### src/hdl/assert_macros.svh
// Assertion macros shared by the packet slot FIFO RTL.
// Expects clk and arst_n in the including module's scope.
`ifndef ASSERT_MACROS_SVH
`define ASSERT_MACROS_SVH

// Property must hold at every clock edge outside reset.
`define ASSERT_ALWAYS(lbl, expr) \
	lbl: assert property (@(posedge clk) disable iff (!arst_n) (expr)) \
		else $error("assertion failed");

// Consequent must hold in the cycle after the antecedent.
`define ASSERT_NEXT(lbl, ante, cons) \
	lbl: assert property (@(posedge clk) disable iff (!arst_n) (ante) |=> (cons)) \
		else $error("assertion failed");

`endif

### src/hdl/psfdc_ram.sv
// Generic simple dual-port RAM, one write port and one registered read port.
// No dependencies.
module psfdc_ram #(
	parameter int WIDTH = 8,
	parameter int DEPTH = 16
) (
	input  logic                     clk,
	input  logic                     wr_en,
	input  logic [$clog2(DEPTH)-1:0] wr_addr,
	input  logic [WIDTH-1:0]         wr_data,
	input  logic                     rd_en,
	input  logic [$clog2(DEPTH)-1:0] rd_addr,
	output logic [WIDTH-1:0]         rd_data
);

	logic [WIDTH-1:0] mem [DEPTH];

	always_ff @(posedge clk) begin
		if (wr_en) begin
			mem[wr_addr] <= wr_data;
		end
		if (rd_en) begin
			rd_data <= mem[rd_addr];
		end
	end

endmodule

### config.mk
export PLATFORM = sky130hd
export DESIGN_NAME = psfdc_ram
export DESIGN_NICKNAME = d
export VERILOG_FILES = /design/src/hdl/assert_macros.svh /design/src/hdl/psfdc_ram.sv
export SDC_FILE = /design/constraint.sdc
export NUM_CORES = 1
export LEC_CHECK = 0
export ABC_AREA = 1
export BUFFER_PORTS_ARGS = -buffer_cell sky130_fd_sc_hd__buf_2
export CORE_MARGIN = 4
export CORE_UTILIZATION = 40
export CTS_CLUSTER_DIAMETER = 100
export DETAILED_ROUTE_END_ITERATION = 12
export SYNTH_ARGS = -nofsm -noshare
export SYNTH_HDL_FRONTEND = slang
export SYNTH_SLANG_ARGS = --single-unit
### constraint.sdc
create_clock -name clk -period 1.15 [get_ports clk]
set_input_delay 0 -clock clk [delete_from_list [all_inputs] [get_ports clk]]
set_output_delay 0 -clock clk [all_outputs]
set_load 0.05 [all_outputs]
==> results.sh <==
export IMPL_finalCritPeriodShare_pct=96.81
export IMPL_path_clk_slew_ns=0.06
export IMPL_design_area_um2=7053
export IMPL_cts_tree="built"
export IMPL_synthesis_area_um2=5847
export IMPL_ios=27
export IMPL_portBuffers=26
export IMPL_yosys_register_bits=136
export IMPL_critPathMaxStageDelay_ns=0.38
export IMPL_fin_nets=615
export IMPL_clkSinkCount=136
export IMPL_num_rows=43
export IMPL_synth_compound_area_share_pct=0
export IMPL_met3_usage_pct=3.861
export IMPL_crit_chain="inv_1, nand2_1, nand3_2, nand3_2, nand3_2, nand2_1"
export IMPL_synth_top_family_by_area="simple AND/OR/NAND/NOR gates"
export IMPL_gr_max_usage_layer="met1"
export IMPL_clockRootBuffer="clkbuf_16"
export IMPL_cts_max_level=4
export IMPL_hold_ws_ns=0.01902
export IMPL_r2r_start="mem[1][5]"
export IMPL_antenna_found_initial=0
export IMPL_outcome="finished, final reports clean"
export IMPL_clock_skew_ns=0.005660
export IMPL_use_met2_pct=25.76
export IMPL_crit_arrival_ns=1.27
export IMPL_cp_max_fo=1
export IMPL_endpoint_kind="register"
export IMPL_fillers=1216
export IMPL_place_inst=756
export IMPL_gp_congestion=0.8059
export IMPL_path_buf_inv=1
export IMPL_chipHeight_um=128.9
export IMPL_synth_fa_ha_area_share_pct=0
export IMPL_ant_nets=0
export IMPL_yosysSeqAreaShare_pct=69.85
export IMPL_drv_slew=0
export IMPL_synthMuxAreaShare_pct=0
export IMPL_cp_data_required_time_ns=1.31
export IMPL_grt_start_max_net_pins=65
export IMPL_yosys_warnings=0
export IMPL_fin_cells=789
export IMPL_fin_tns_setup_ns=0
export IMPL_hold_viol=0
export IMPL_dr_pass1_iters=5
export IMPL_timing_fmax_mhz=898.2
export IMPL_grt_pass1_vias=3731
export IMPL_cts_setup_buffers=0
export IMPL_tightestPinTransition_ns=0.7355
export IMPL_r2r_slack_ns=0.04
export IMPL_grt_use_total_pct=17.40
export IMPL_total_power_mw=11.84
export IMPL_maxCapViolCount=0
export IMPL_vias_per_cell=4.996
export IMPL_die_w_um=128.9
export IMPL_finalSetupViolCount=0
export IMPL_vias=3942
export IMPL_numCtsBuffers=17
export IMPL_drtIter0Drc=486
export IMPL_finalCriticalPeriod_ns=1.113
export IMPL_crit_path_start="mem[1][5]"
export IMPL_syn_instance_count=551
export IMPL_drt_wl_total_um=13850
export IMPL_rsz0062_at_grt="yes"
export IMPL_wl_per_cell_um=17.55
export IMPL_clock_path_buffers=2
export IMPL_crit_family="simple AND/OR/NAND/NOR gates"
export IMPL_leakage_nw=3.034
export IMPL_syn_nets=570
export IMPL_drive_gt1_share_pct=19.38
export IMPL_start_util_pct=41.48
export IMPL_start_kind="register"
export IMPL_avgSynthCellArea_um2=10.61
export IMPL_die_area_um2=16620
export IMPL_drc=0
export IMPL_hold_class="input port to register"
export IMPL_area_delta_synth_final_pct=20.63
export IMPL_min_from="wr_data[0]"
export IMPL_relSlewSlack_pct=50.90
export IMPL_clk_latency_ns=0.41
export IMPL_antenna_cells_inserted=0
export IMPL_synth_xor_area_share_pct=0
export IMPL_cp_slowest_cell="edfxtp_1"
export IMPL_dp_hpwl_um=8405
export IMPL_core_area_um2=14100
export IMPL_vdd_drop_max_mv=0.9227
export IMPL_powerDensity_nw_per_um2=1678
export IMPL_yosys_area_share_simple_pct=20.76
export IMPL_synth_cell_types=11
export IMPL_grt_pass1_wl_um=21460
export IMPL_placed_area_um2=6271
export IMPL_worstSetupPathType="register to register"
export IMPL_overflow=0
export IMPL_critPathMostFrequentCell="nand3_2"
export IMPL_grt_util_met1_pct=25.78
==> worst register-to-register path: stages, from the launching register on <==
cell,delay [ns]
edfxtp_1,0.38
inv_1,0.06
nand2_1,0.06
nand3_2,0.09
nand3_2,0.09
nand3_2,0.11
nand2_1,0.07
==> cells in the mapped netlist <==
| cell | number | area, um^2 |
|---|---|---|
| nand2_1 | 173 | 649.4 |
| buf_1 | 1 | 3.750 |
| nand3b_1 | 2 | 15.01 |
| inv_1 | 100 | 375.4 |
| buf_4 | 4 | 30.03 |
| inv_2 | 2 | 7.510 |
| buf_6 | 6 | 67.56 |
| buf_2 | 13 | 65.06 |
| nor2_1 | 17 | 63.81 |
| edfxtp_1 | 136 | 4084 |
| nand3_1 | 97 | 485.5 |
==> metal layers <==
metal / routed length, um / vias up
li1: - / 1872
met1: 6417 / 1905
met2: 6406 / 149
met3: 859 / 16
met4: 165 / 0
met5: 0 / -
==> layout by cell type (no fill, tap or decap), drive strengths merged <==
cell and instances:
buf 49, bufinv 3, clkbuf 19, clkinv 7
clkinvlp 2, dlygate4sd3 1, edfxtp 136, inv 103
nand2 173, nand3 97, nand3b 2, nor2 17
==> power breakdown <==
| part | total [mW] | internal [mW] | switching [mW] |
|---|---|---|---|
| clock network | 5.37 | 3.39 | 1.98 |
| logic | 0.844 | 0.239 | 0.605 |
| registers | 5.62 | 5.59 | 0.0365 |
| total | 11.8 | 9.22 | 2.62 |
==> timing repair <==
action                                  in CTS  in global routing
endpoints found under the hold margin        8                  0
endpoints found under the setup margin       2                  8
pin swaps                                    0                 10
gates resized for setup                      2                 37
hold buffers                                 1                  0
==> flip-flops by register name, summed over array words and instances (netlist names) <==
name and count:
rd_data 8, mem 128
==> area by class of cell <==
cell class	instances	area [um^2]	area share, %
sequential	136	4084	57.90
multi-input combinational	289	1399	19.83
clock buffer	19	432.9	6.138
inverter	102	382.9	5.428
timing repair buffer	50	375.4	5.322
tap	180	225.2	3.193
clock inverter	13	153.9	2.182
==> cells by family (layout without fill, tap and decap cells) <==
group	count (synthesis)	after routing
buf+inv	126	184
simple gates	289	289
flops	136	136
==> stage by stage <==
step	setup slack, ns	utilization [%]
after CTS	0.01179	48.79
after global routing	-0.01754	50.04
final	0.03667	50.04
after floorplan	0.1992	-
after detailed placement	-0.09413	44.49
after global placement	-0.07843	44.49
==> path summary, 6_finish.rpt <==
kind / endpoint / cells after the start
max: rd_data[5] / 6
min: mem[1][0] / 1
max reg2reg: rd_data[5] / 6
min reg2reg: rd_data[5] / 6
(Power assumes the default switching activity.)
